File: config.mk
export PLATFORM = sky130hd
export DESIGN_NAME = stereo_sqrt_saturator_dither
export DESIGN_NICKNAME = d
export VERILOG_FILES = /design/src/hw/rtl/ssd_pkg.sv /design/src/hw/rtl/ssd_isqrt.sv /design/src/hw/rtl/ssd_regs.sv /design/src/hw/rtl/stereo_sqrt_saturator_dither.sv
export SDC_FILE = /design/constraint.sdc
export NUM_CORES = 2
export LEC_CHECK = 0
export BUFFER_PORTS_ARGS = -buffer_cell sky130_fd_sc_hd__buf_4
export CORE_UTILIZATION = 55
export DETAILED_ROUTE_END_ITERATION = 8
export PLACE_DENSITY_LB_ADDON = 0.08
export SYNTH_ARGS = -nofsm -noshare
export SYNTH_HDL_FRONTEND = slang
export SYNTH_SLANG_ARGS = --single-unit
File: constraint.sdc
create_clock -name clk -period 23.9 [get_ports clk]
set_clock_uncertainty 0.05 [all_clocks]
set_input_delay 2.39 -clock clk [delete_from_list [all_inputs] [get_ports clk]]
set_output_delay 2.39 -clock clk [all_outputs]
set_load 0.03 [all_outputs]
File: src/hw/rtl/ssd_pkg.sv
package ssd_pkg;

  // sample format
  localparam int SAMPLE_BITS = 24;
  localparam int SFRAC       = SAMPLE_BITS - 1;

  // gain format, unsigned Q4.12
  localparam int GAIN_BITS = 16;
  localparam int GAIN_FRAC = 12;

  // shaping precision
  localparam int WORK_FRAC = 31;
  localparam int ROOT_BITS = WORK_FRAC + 1;
  localparam int RAD_BITS  = 2 * WORK_FRAC + 1;
  localparam int RES_BITS  = RAD_BITS + 1;
  localparam int SQRT_STEPS = WORK_FRAC + 1;
  localparam int CNT_BITS  = $clog2(SQRT_STEPS);

  // product of magnitude and gain
  localparam int PROD_BITS = SAMPLE_BITS + GAIN_BITS;
  localparam int PFRAC     = SFRAC + GAIN_FRAC;
  localparam int MAG_SHR   = (PFRAC >= WORK_FRAC) ? PFRAC - WORK_FRAC : 0;
  localparam int MAG_SHL   = (PFRAC < WORK_FRAC) ? WORK_FRAC - PFRAC : 0;
  localparam int MAG_BITS  = PFRAC + MAG_SHL;

  // shaped value, dither and rounding
  localparam int Y_BITS     = ROOT_BITS + 1;
  localparam int DITH_SHIFT = SFRAC + 1;
  localparam int DITH_BITS  = 33 - DITH_SHIFT;
  localparam int SUM_BITS   = Y_BITS + 1;
  localparam int OSHIFT     = WORK_FRAC - SFRAC;
  localparam int Q_BITS     = SUM_BITS - OSHIFT;

  // generator
  localparam logic [31:0] DITH_MID = 32'h7fff_ffff;

  // configuration port
  localparam int ADDR_BITS = 4;
  localparam int DATA_BITS = 32;
  localparam logic [1:0] REG_GAIN       = 2'd0;
  localparam logic [1:0] REG_SEED_LEFT  = 2'd1;
  localparam logic [1:0] REG_SEED_RIGHT = 2'd2;

  localparam logic [GAIN_BITS-1:0] GAIN_RESET       = 16'd4096;
  localparam logic [31:0]          SEED_LEFT_RESET  = 32'd2463534242;
  localparam logic [31:0]          SEED_RIGHT_RESET = 32'd1812433253;

  typedef struct packed {
    logic                start;
    logic [RAD_BITS-1:0] operand;
  } sqrt_ctrl_t;

  typedef struct packed {
    logic                 busy;
    logic                 done;
    logic [ROOT_BITS-1:0] root;
  } sqrt_stat_t;

  typedef struct packed {
    logic step_left;
    logic step_right;
  } dither_step_t;

  typedef struct packed {
    logic [GAIN_BITS-1:0] gain;
    logic [31:0]          state_left;
    logic [31:0]          state_right;
  } cfg_t;

  // one xorshift32 step (13, 17, 5)
  function automatic logic [31:0] xs32(input logic [31:0] s);
    logic [31:0] t;
    t = s ^ (s << 13);
    t = t ^ (t >> 17);
    t = t ^ (t << 5);
    return t;
  endfunction

endpackage

File: src/hw/rtl/ssd_isqrt.sv
module ssd_isqrt (
  input  logic               clk,
  input  logic               rst,
  input  ssd_pkg::sqrt_ctrl_t ctrl,
  output ssd_pkg::sqrt_stat_t stat
);

  logic [ssd_pkg::RAD_BITS-1:0] rem;
  logic [ssd_pkg::RES_BITS-1:0] res;
  logic [ssd_pkg::RAD_BITS-1:0] bitw;
  logic [ssd_pkg::CNT_BITS-1:0] cnt;
  logic                         busy;
  logic                         done;

  logic [ssd_pkg::RES_BITS-1:0] trial;
  logic                         take;

  // one digit per cycle: trial subtract of res + bit
  assign trial = res + ssd_pkg::RES_BITS'(bitw);
  assign take  = ssd_pkg::RES_BITS'(rem) >= trial;

  // control
  always_ff @(posedge clk) begin
    if (rst) begin
      busy <= 1'b0;
      done <= 1'b0;
      cnt  <= '0;
    end else begin
      done <= 1'b0;
      if (ctrl.start) begin
        busy <= 1'b1;
        cnt  <= ssd_pkg::CNT_BITS'(ssd_pkg::SQRT_STEPS - 1);
      end else if (busy) begin
        cnt <= cnt - 1'b1;
        if (cnt == '0) begin
          busy <= 1'b0;
          done <= 1'b1;
        end
      end
    end
  end

  // datapath
  always_ff @(posedge clk) begin
    if (ctrl.start) begin
      rem  <= ctrl.operand;
      res  <= '0;
      bitw <= ssd_pkg::RAD_BITS'(1) << (2 * ssd_pkg::WORK_FRAC);
    end else if (busy) begin
      if (take) begin
        rem <= rem - ssd_pkg::RAD_BITS'(trial);
        res <= (res >> 1) + ssd_pkg::RES_BITS'(bitw);
      end else begin
        res <= res >> 1;
      end
      bitw <= bitw >> 2;
    end
  end

  assign stat.busy = busy;
  assign stat.done = done;
  assign stat.root = res[ssd_pkg::ROOT_BITS-1:0];

endmodule

File: src/hw/rtl/ssd_regs.sv
module ssd_regs (
  input  logic                            clk,
  input  logic                            rst,
  input  logic                            psel,
  input  logic                            penable,
  input  logic                            pwrite,
  input  logic [ssd_pkg::ADDR_BITS-1:0]   paddr,
  input  logic [ssd_pkg::DATA_BITS-1:0]   pwdata,
  output logic [ssd_pkg::DATA_BITS-1:0]   prdata,
  input  ssd_pkg::dither_step_t           step,
  output ssd_pkg::cfg_t                   cfg
);

  logic [ssd_pkg::GAIN_BITS-1:0] gain;
  logic [31:0]                   seed_left;
  logic [31:0]                   seed_right;
  logic [31:0]                   state_left;
  logic [31:0]                   state_right;
  logic                          wr;
  logic [1:0]                    idx;

  assign wr  = psel && penable && pwrite;
  assign idx = paddr[3:2];

  // registers and generator states; a seed write reloads its generator
  always_ff @(posedge clk) begin
    if (rst) begin
      gain        <= ssd_pkg::GAIN_RESET;
      seed_left   <= ssd_pkg::SEED_LEFT_RESET;
      seed_right  <= ssd_pkg::SEED_RIGHT_RESET;
      state_left  <= ssd_pkg::SEED_LEFT_RESET;
      state_right <= ssd_pkg::SEED_RIGHT_RESET;
    end else begin
      if (step.step_left) begin
        state_left <= ssd_pkg::xs32(state_left);
      end
      if (step.step_right) begin
        state_right <= ssd_pkg::xs32(state_right);
      end
      if (wr) begin
        unique case (idx)
          ssd_pkg::REG_GAIN: begin
            gain <= pwdata[ssd_pkg::GAIN_BITS-1:0];
          end
          ssd_pkg::REG_SEED_LEFT: begin
            seed_left  <= pwdata;
            state_left <= pwdata;
          end
          ssd_pkg::REG_SEED_RIGHT: begin
            seed_right  <= pwdata;
            state_right <= pwdata;
          end
          default: begin
          end
        endcase
      end
    end
  end

  // read mux
  always_comb begin
    unique case (idx)
      ssd_pkg::REG_GAIN:       prdata = ssd_pkg::DATA_BITS'(gain);
      ssd_pkg::REG_SEED_LEFT:  prdata = seed_left;
      ssd_pkg::REG_SEED_RIGHT: prdata = seed_right;
      default:                 prdata = '0;
    endcase
  end

  assign cfg.gain        = gain;
  assign cfg.state_left  = state_left;
  assign cfg.state_right = state_right;

endmodule

File: src/hw/rtl/stereo_sqrt_saturator_dither.sv
// Stereo soft saturator with xorshift32 dither. One request carries a left and a right
// Q1.23 sample; each is scaled by the Q4.12 gain, clipped to full scale, shaped by
// 1 - sqrt(1 - |x|) with its sign restored, dithered by half an LSB from its own
// xorshift32 generator and saturated to 24 bits. Both channels share one square root
// unit that resolves one root bit per cycle, first for the left channel and then for
// the right. A new frame is taken only while the block is idle; the result register
// holds until taken, and the block may accept the next frame while it waits. Writing
// a seed register reloads that generator at once.
module stereo_sqrt_saturator_dither (
  input  logic                                 clk,
  input  logic                                 rst,
  input  logic                                 in_valid,
  output logic                                 in_stall,
  input  logic signed [ssd_pkg::SAMPLE_BITS-1:0] sample_left,
  input  logic signed [ssd_pkg::SAMPLE_BITS-1:0] sample_right,
  output logic                                 out_valid,
  input  logic                                 out_stall,
  output logic signed [ssd_pkg::SAMPLE_BITS-1:0] out_left,
  output logic signed [ssd_pkg::SAMPLE_BITS-1:0] out_right,
  input  logic                                 psel,
  input  logic                                 penable,
  input  logic                                 pwrite,
  input  logic [ssd_pkg::ADDR_BITS-1:0]        paddr,
  input  logic [ssd_pkg::DATA_BITS-1:0]        pwdata,
  output logic [ssd_pkg::DATA_BITS-1:0]        prdata,
  output logic                                 pready
);

  typedef enum logic [6:0] {
    S_IDLE  = 7'b0000001,
    S_MUL   = 7'b0000010,
    S_LOAD  = 7'b0000100,
    S_SQRT  = 7'b0001000,
    S_SHAPE = 7'b0010000,
    S_QUANT = 7'b0100000,
    S_OUT   = 7'b1000000
  } state_t;

  state_t state;
  state_t state_next;

  ssd_pkg::cfg_t         cfg;
  ssd_pkg::dither_step_t step;
  ssd_pkg::sqrt_ctrl_t   sq_ctrl;
  ssd_pkg::sqrt_stat_t   sq_stat;

  logic                                 ch;
  logic signed [ssd_pkg::SAMPLE_BITS-1:0] smp_left;
  logic signed [ssd_pkg::SAMPLE_BITS-1:0] smp_right;
  logic                                 neg;
  logic [ssd_pkg::PROD_BITS-1:0]        prod;
  logic signed [ssd_pkg::Y_BITS-1:0]    y_s;
  logic signed [ssd_pkg::DITH_BITS-1:0] dith;
  logic signed [ssd_pkg::SAMPLE_BITS-1:0] res_left;
  logic signed [ssd_pkg::SAMPLE_BITS-1:0] res_right;

  logic                                 in_acc;
  logic                                 out_free;
  logic signed [ssd_pkg::SAMPLE_BITS-1:0] x_sel;
  logic [ssd_pkg::SAMPLE_BITS-1:0]      x_abs;
  logic                                 clip;
  logic [ssd_pkg::MAG_BITS-1:0]         mag_ext;
  logic [ssd_pkg::ROOT_BITS-1:0]        mag_w;
  logic [ssd_pkg::ROOT_BITS-1:0]        one_minus;
  logic [ssd_pkg::ROOT_BITS-1:0]        y_mag;
  logic [31:0]                          st_next;
  logic signed [32:0]                   d;
  logic signed [ssd_pkg::SUM_BITS-1:0]  sum;
  logic signed [ssd_pkg::Q_BITS-1:0]    q;
  logic signed [ssd_pkg::SAMPLE_BITS-1:0] q_sat;

  localparam logic [ssd_pkg::ROOT_BITS-1:0] ONE =
    ssd_pkg::ROOT_BITS'(1) << ssd_pkg::WORK_FRAC;

  assign pready   = 1'b1;
  assign in_stall = (state != S_IDLE);
  assign in_acc   = in_valid && !in_stall;
  assign out_free = !out_valid || !out_stall;

  ssd_regs u_regs (
    .clk     (clk),
    .rst     (rst),
    .psel    (psel),
    .penable (penable),
    .pwrite  (pwrite),
    .paddr   (paddr),
    .pwdata  (pwdata),
    .prdata  (prdata),
    .step    (step),
    .cfg     (cfg)
  );

  ssd_isqrt u_isqrt (
    .clk  (clk),
    .rst  (rst),
    .ctrl (sq_ctrl),
    .stat (sq_stat)
  );

  // magnitude of the selected channel
  assign x_sel = ch ? smp_right : smp_left;
  assign x_abs = x_sel[ssd_pkg::SAMPLE_BITS-1] ? ssd_pkg::SAMPLE_BITS'(-x_sel)
                                               : ssd_pkg::SAMPLE_BITS'(x_sel);

  // clip and align to the working fraction, then form (1 - x) << WORK_FRAC
  assign clip    = |prod[ssd_pkg::PROD_BITS-1:ssd_pkg::PFRAC];
  assign mag_ext = ssd_pkg::MAG_BITS'(prod[ssd_pkg::PFRAC-1:0]) << ssd_pkg::MAG_SHL;
  assign mag_w   = clip ? ONE : ssd_pkg::ROOT_BITS'(mag_ext >> ssd_pkg::MAG_SHR);
  assign one_minus = ONE - mag_w;

  assign sq_ctrl.start   = (state == S_LOAD);
  assign sq_ctrl.operand = {one_minus, ssd_pkg::WORK_FRAC'(0)};

  // shaped value and dither
  assign y_mag   = ONE - sq_stat.root;
  assign st_next = ssd_pkg::xs32(ch ? cfg.state_right : cfg.state_left);
  assign d       = $signed({1'b0, st_next}) - $signed({1'b0, ssd_pkg::DITH_MID});

  assign step.step_left  = (state == S_SHAPE) && !ch;
  assign step.step_right = (state == S_SHAPE) && ch;

  // add dither, floor to the output grid, saturate
  assign sum = ssd_pkg::SUM_BITS'(y_s) + ssd_pkg::SUM_BITS'(dith);
  assign q   = ssd_pkg::Q_BITS'(sum >>> ssd_pkg::OSHIFT);

  always_comb begin
    if ((&q[ssd_pkg::Q_BITS-1:ssd_pkg::SFRAC]) || !(|q[ssd_pkg::Q_BITS-1:ssd_pkg::SFRAC])) begin
      q_sat = q[ssd_pkg::SAMPLE_BITS-1:0];
    end else if (q[ssd_pkg::Q_BITS-1]) begin
      q_sat = {1'b1, {ssd_pkg::SFRAC{1'b0}}};
    end else begin
      q_sat = {1'b0, {ssd_pkg::SFRAC{1'b1}}};
    end
  end

  // sequencer
  always_comb begin
    state_next = state;
    unique case (state)
      S_IDLE:  if (in_acc) state_next = S_MUL;
      S_MUL:   state_next = S_LOAD;
      S_LOAD:  state_next = S_SQRT;
      S_SQRT:  if (sq_stat.done) state_next = S_SHAPE;
      S_SHAPE: state_next = S_QUANT;
      S_QUANT: state_next = ch ? S_OUT : S_MUL;
      S_OUT:   if (out_free) state_next = S_IDLE;
      default: state_next = S_IDLE;
    endcase
  end

  always_ff @(posedge clk) begin
    if (rst) begin
      state     <= S_IDLE;
      ch        <= 1'b0;
      out_valid <= 1'b0;
    end else begin
      state <= state_next;
      if (in_acc) begin
        ch <= 1'b0;
      end else if (state == S_QUANT) begin
        ch <= 1'b1;
      end
      if (state == S_OUT && out_free) begin
        out_valid <= 1'b1;
      end else if (out_valid && !out_stall) begin
        out_valid <= 1'b0;
      end
    end
  end

  // datapath registers
  always_ff @(posedge clk) begin
    if (in_acc) begin
      smp_left  <= sample_left;
      smp_right <= sample_right;
    end
    if (state == S_MUL) begin
      neg  <= x_sel[ssd_pkg::SAMPLE_BITS-1];
      prod <= ssd_pkg::PROD_BITS'(x_abs) * ssd_pkg::PROD_BITS'(cfg.gain);
    end
    if (state == S_SHAPE) begin
      y_s  <= neg ? -$signed({1'b0, y_mag}) : $signed({1'b0, y_mag});
      dith <= ssd_pkg::DITH_BITS'(d >>> ssd_pkg::DITH_SHIFT);
    end
    if (state == S_QUANT) begin
      if (ch) begin
        res_right <= q_sat;
      end else begin
        res_left <= q_sat;
      end
    end
    if (state == S_OUT && out_free) begin
      out_left  <= res_left;
      out_right <= res_right;
    end
  end

  // checks
  a_accept_starts : assert property (@(posedge clk) disable iff (rst)
    in_acc |=> (state == S_MUL && !ch))
    else $error("accepted frame did not start on the left channel");

  a_start_idle : assert property (@(posedge clk) disable iff (rst)
    sq_ctrl.start |-> !sq_stat.busy)
    else $error("root unit started while busy");

  a_done_in_sqrt : assert property (@(posedge clk) disable iff (rst)
    sq_stat.done |-> (state == S_SQRT))
    else $error("root finished outside the wait step");

  a_out_from_seq : assert property (@(posedge clk) disable iff (rst)
    $rose(out_valid) |-> $past(state == S_OUT))
    else $error("result presented without a finished frame");

endmodule

-- Yosys cells after proc, flatten, opt, wreduce, memory -nomap -nowiden
Index checks and enable logic that the tools add are counted.
- $add $sub $neg: 10
- multiply operators: 1
- $lt $le $gt $ge: 1
- equal/unequal tests: 13
- mux-type cells: 31
- bitwise operators: 11
- reduce and logical (&&, ||, !) cells: 32
- operator list (kind ; count):
    32-bit two-way mux ; 9
    32-bit bitwise XOR ; 6
    63-bit two-way mux ; 3
    24-bit two-way mux ; 4
    32-bit one-hot mux with 3 select lines ; 1
    32-bit by 15-bit bitwise XOR with 32-bit output ; 3
    63-bit by 63-bit adder with 64-bit output ; 1
    64-bit by 63-bit adder with 64-bit output ; 1
    63-bit by 64-bit greater-or-equal comparator with 1-bit output ; 1
    64-bit two-way mux ; 1
    32-bit subtractor (first input constant) ; 2
    63-bit subtractor ; 1
    7-bit one-hot mux with 7 select lines ; 1
    24-bit by 16-bit multiplier with 40-bit output ; 1
    33-bit by 9-bit adder with 34-bit output ; 1
    32-bit negator with 33-bit output ; 1
    32-bit by 31-bit subtractor with 33-bit output (second input constant) ; 1
    7-bit two-way mux ; 4
    24-bit negator ; 1
    2-bit AND reduction ; 7
    5-bit two-way mux ; 2
    7-bit by 1-bit equality test with 1-bit output (second input constant) ; 1
    7-bit by 2-bit equality test with 1-bit output (second input constant) ; 1
    7-bit by 3-bit equality test with 1-bit output (second input constant) ; 1
    other kinds (22) ; 44
- register bits after elaboration: 546
- input bits: 91

-- Logic depth before layout (Yosys ltp)
- word-level depth: 6
- mapped depth: 43
- depth with buffers taken out: 35

-- Hierarchy
A second synthesis with hierarchy kept.
- cells, all modules: 5470
- area, all modules: 49138.4 um^2
- by module, submodules not included (module ; instances ; cells an instance ; area each (um^2)):
    stereo_sqrt_saturator_dither ; 1 ; 2582 ; 25453.2
    ssd_isqrt ; 1 ; 1975 ; 15398.5
    ssd_regs ; 1 ; 913 ; 8286.7

-- Worst setup path before layout
No wires, ideal clock.
- kind: reg2reg
- from: register ch
- to: register prod[37] (netlist name) (data pin)
- arrival time: 9.384 ns
- data required time: 23.592 ns
- path slack: 14.208 ns
- stages on the path, launching flop included: 42
- buffers on the path: 9
- clock period less this slack: 9.692 ns
- cells stage by stage: dfxtp_1 > buf_2 > buf_2 > buf_2 > buf_2 > buf_1 > clkbuf_1 > clkbuf_1 > mux2i_1 > ha_1 > o21ai_0 > nand2b_1 > nor2_1 > nand2_1 > and4b_1 > nand2_1 > nand2_1 > xor2_1 > [6 not listed] > fa_1 > fa_1 > inv_1 > fa_1 > inv_1 > ha_1 > clkbuf_1 > a21o_1 > a21o_1 > a21o_1 > a21oi_1 > or3_1 > o21ai_0 > a211oi_1 > nor2b_1 > a41oi_1 > nor2b_1 > xnor2_1
- longest elaborated chain between the ends: 4
- ends and longest elaborated chain (element ; line ; source):
    start, declared ; stereo_sqrt_saturator_dither.sv:47 ; logic ch;
    start signal, assigned ; stereo_sqrt_saturator_dither.sv:154 ; ch <= 1'b0;
    start signal, assigned ; stereo_sqrt_saturator_dither.sv:159 ; ch <= 1'b0;
    start signal, assigned ; stereo_sqrt_saturator_dither.sv:161 ; ch <= 1'b1;
    24-bit two-way mux * ; stereo_sqrt_saturator_dither.sv:101 ; assign x_sel = ch ? smp_right : smp_left;
    24-bit negator ; stereo_sqrt_saturator_dither.sv:102 ; assign x_abs = x_sel[ssd_pkg::SAMPLE_BITS-1] ? ssd_pkg::SAMPLE_BITS'(-x_sel)
    24-bit two-way mux * ; stereo_sqrt_saturator_dither.sv:102 ;
    24-bit by 16-bit multiplier with 40-bit output * ; stereo_sqrt_saturator_dither.sv:179 ; prod <= ssd_pkg::PROD_BITS'(x_abs) * ssd_pkg::PROD_BITS'(cfg.gain);
    end signal, assigned ; stereo_sqrt_saturator_dither.sv:179 ;
    end, declared ; stereo_sqrt_saturator_dither.sv:51 ; logic [ssd_pkg::PROD_BITS-1:0] prod;
Mark *: on every way between the ends. The rest lies on a longest branch, timed or not.
A chain may end at the register's enable or synchronous reset.

-- Worst setup path in the final report
- from: register ch
- to: register prod[29] (netlist name) (data pin)
The elaborated chain is that of the path after synthesis.

==> results.json <==
{
  "final_nets": 5874,
  "synthesis.area_mm2": 0.04614,
  "use_met2_pct": 45.48,
  "place_ws_ns": 14.04,
  "ctsHoldBuffers": 0,
  "dr.first_iter.drc_count": 2413,
  "grt_util_met1_pct": 39.17,
  "grt_pass1_vias": 35581,
  "drive_gt1_share_pct": 8.129,
  "cp-end-kind": "flip-flop",
  "critical-path-top-delay-family": "adder cells",
  "slew_headroom_pct": 25.00,
  "final_hold_viol_count": 0,
  "cts_tree": "done",
  "antenna_left": 0,
  "coreArea_mm2": 0.08250,
  "final_area_mm2": 0.05040,
  "wl_per_cell_um": 18.87,
  "ys_warn_count": 0,
  "layout_common_cells": "nand2_1 (661), inv_1 (396), xnor2_1 (361), nor2_1 (356), a21oi_1 (325)",
  "area_delta_synth_final_pct": 9.222,
  "cts.clk_slew.worst_paths_ns": 0.07,
  "mostFrequentLayoutCell": "nand2_1",
  "cts_resized": 0,
  "path_buf_inv": 4,
  "drt_first_pass_iters": 6,
  "fp.dieH_um": 291.7,
  "fin_ws_ns": 14.08,
  "ys_seq_area_share_pct": 29.05,
  "synth_cell_types": 85,
  "cts_buffers": 61,
  "ys_seq_elements": 542,
  "clock_sinks": 542,
  "grt_pass1_wl_mm": 191.2,
  "h-tree-depth": 2,
  "critical_path_class": "flip-flop to flip-flop",
  "finalSetupViolCount": 0,
  "synth.avg_cell_area_um2": 8.867,
  "crit_required_ns": 24.30,
  "grt_max_degree": 98,
  "routabilityCongestion": 0.9281,
  "ir_drop_v": 0.00008956,
  "path_max_fanout": 55,
  "hp-class": "flip-flop to flip-flop",
  "grt.overflow.total": 0,
  "synth_cells": 5204,
  "fin_crit_ns": 9.825,
  "ys.flop_type": "dfxtp_1",
  "antenna_cells": 0,
  "insertion_delay_ns": 0.66,
  "p_leak_nw": 20.63,
  "power_density_mw_per_mm2": 81.77,
  "fin_tns_setup_ns": 0,
  "remaining_drc_errors": 0,
  "slew_violations": 0,
  "placed_area_mm2": 0.04820,
  "io_buffers": 170,
  "pin_count": 174,
  "post_cts_buffers": 0,
  "antenna_found_initial": 0,
  "dieArea_mm2": 0.08506,
  "grt_util_met3_pct": 3.737,
  "initial_core_util_pct": 55.93,
  "track_usage_pct": 27.85,
  "final_core_util_pct": 61.09,
  "die_w_um": 291.7,
  "grt_setup_unrepaired": "false",
  "maxCapViolations": 0,
  "worstSetupStartpointType": "flip-flop",
  "worst_path_most_repeated_cell": "fa_1",
  "grt-busiest-layer": "met2",
  "nFillCells": 7353,
  "async_reset_ff_share_pct": 0,
  "synth_fp_nets": 5877,
  "routed_wl_mm": 119.3,
  "status": "finished, final reports clean",
  "worstMarginPinSlew_ns": 1.124,
  "dp_hpwl_mm": 87.37,
  "synth_edf_count": 255,
  "period_share_pct": 41.11,
  "slowest_stage": "xor2_2",
  "arrival_ns": 10.22,
  "viasPerCell": 5.773,
  "cts_buffer_depth": 3,
  "clock-root-buffer": "clkbuf_16",
  "max_stage_delay_ns": 0.80,
  "dr_total_vias": 36503,
  "fmax_mhz": 101.8,
  "num_rows": 105
}
-- metal layers --
metal  vias up  share of wire (%)
li1      17664                  -
met1     17719                 46
met2       962                 46
met3       158                5.7
met4         0                1.9
met5         -                  0
-- cell usage after synthesis (8+ instances only) --
library cell / instances / share of area [%]
nor3_1: 67 / 0.73
nand2_1: 661 / 5.4
nand4_1: 56 / 0.76
a21boi_0: 8 / 0.13
o211ai_1: 12 / 0.20
nand3b_1: 8 / 0.13
nand2b_1: 40 / 0.54
a22o_1: 20 / 0.38
o31ai_1: 23 / 0.37
a31oi_1: 72 / 0.98
ha_1: 275 / 7.5
nor2b_1: 37 / 0.50
o21a_1: 23 / 0.37
clkbuf_1: 266 / 2.2
a211o_1: 28 / 0.53
a21o_1: 106 / 1.7
fa_1: 307 / 13
and2_1: 191 / 2.6
a31o_2: 17 / 0.32
a21oi_1: 326 / 3.5
or3_1: 40 / 0.54
xnor2_1: 363 / 6.9
a311oi_1: 12 / 0.23
xor2_1: 191 / 3.6
and3_1: 23 / 0.31
edfxtp_1: 255 / 17
or4_1: 8 / 0.13
o21bai_1: 53 / 0.86
o21ai_0: 220 / 2.4
o31a_1: 9 / 0.17
nor3b_1: 9 / 0.15
o22ai_1: 31 / 0.42
nor2_1: 357 / 2.9
inv_1: 397 / 3.2
mux2i_1: 112 / 2.4
mux2_2: 11 / 0.27
dfxtp_1: 287 / 12
a211oi_1: 31 / 0.50
or2_2: 30 / 0.41
buf_1: 23 / 0.19
nand3_1: 62 / 0.67
nor4_1: 20 / 0.27
-- cells by family (layout without fill, tap and decap cells) --
group           Yosys count  in the layout  share of synthesized area (%)
flops                   542            542                          29.05
xor+xnor                555            555                          10.57
fa+ha+maj               582            582                          20.78
mux                     123            123                          2.698
compound gates         1070           1070                          14.67
simple gates           1636           1636                          16.54
other cells               1              1                       0.008127
buf+inv                 695            744                          5.694
-- power by group --
part | internal, mW | leakage (nW) | switching [mW] | total [mW]
logic | 0.687 | 14.9 | 1.09 | 1.78
clock network | 0.616 | 1.04 | 0.413 | 1.03
registers | 1.11 | 4.66 | 0.205 | 1.32
-- state kept, by name, indices dropped and copies added, names as in the netlist, 5 cells and up --
register,count
u_isqrt.bitw,32
u_regs.state_left,32
res_left,24
u_isqrt.rem,63
smp_left,24
prod,36
u_regs.seed_right,32
u_isqrt.res,64
out_left,24
u_regs.gain,16
state,7
out_right,24
res_right,24
u_regs.state_right,32
y_s,33
smp_right,24
u_isqrt.cnt,5
u_regs.seed_left,32
dith,9
-- stage by stage --
step | std cells | power (mW) | hold slack, ns
finish | 6323 | 4.121 | 0.3663
global route | 6323 | 4.388 | 0.3730
CTS | 6323 | 4.127 | 0.3688
detailed placement | 6208 | 3.085 | 0.3545
global placement | 6208 | 3.063 | 0.3512
floorplan | 5204 | 2.608 | 0.3503
-- final timing paths --
path	start	cells after the start	slack (ns)	to
setup / recovery	ch	29	14.08	prod[29]
setup reg to reg	ch	29	14.08	prod[29]
hold / removal	res_right[15]	0	0.37	out_right[15]
hold reg to reg	res_right[15]	0	0.37	out_right[15]
-- layout make-up --
type,count,area (µm²),share of cell area (%)
tap,1070,1339,2.656
sequential,542,13410,26.61
multi-input combinational,3967,30220,59.97
inverter,398,1494,2.964
clock buffer,65,1563,3.101
clock inverter,50,635.6,1.261
timing repair buffer,231,1734,3.441
No activity file was read; power rests on OpenSTA's default activity.
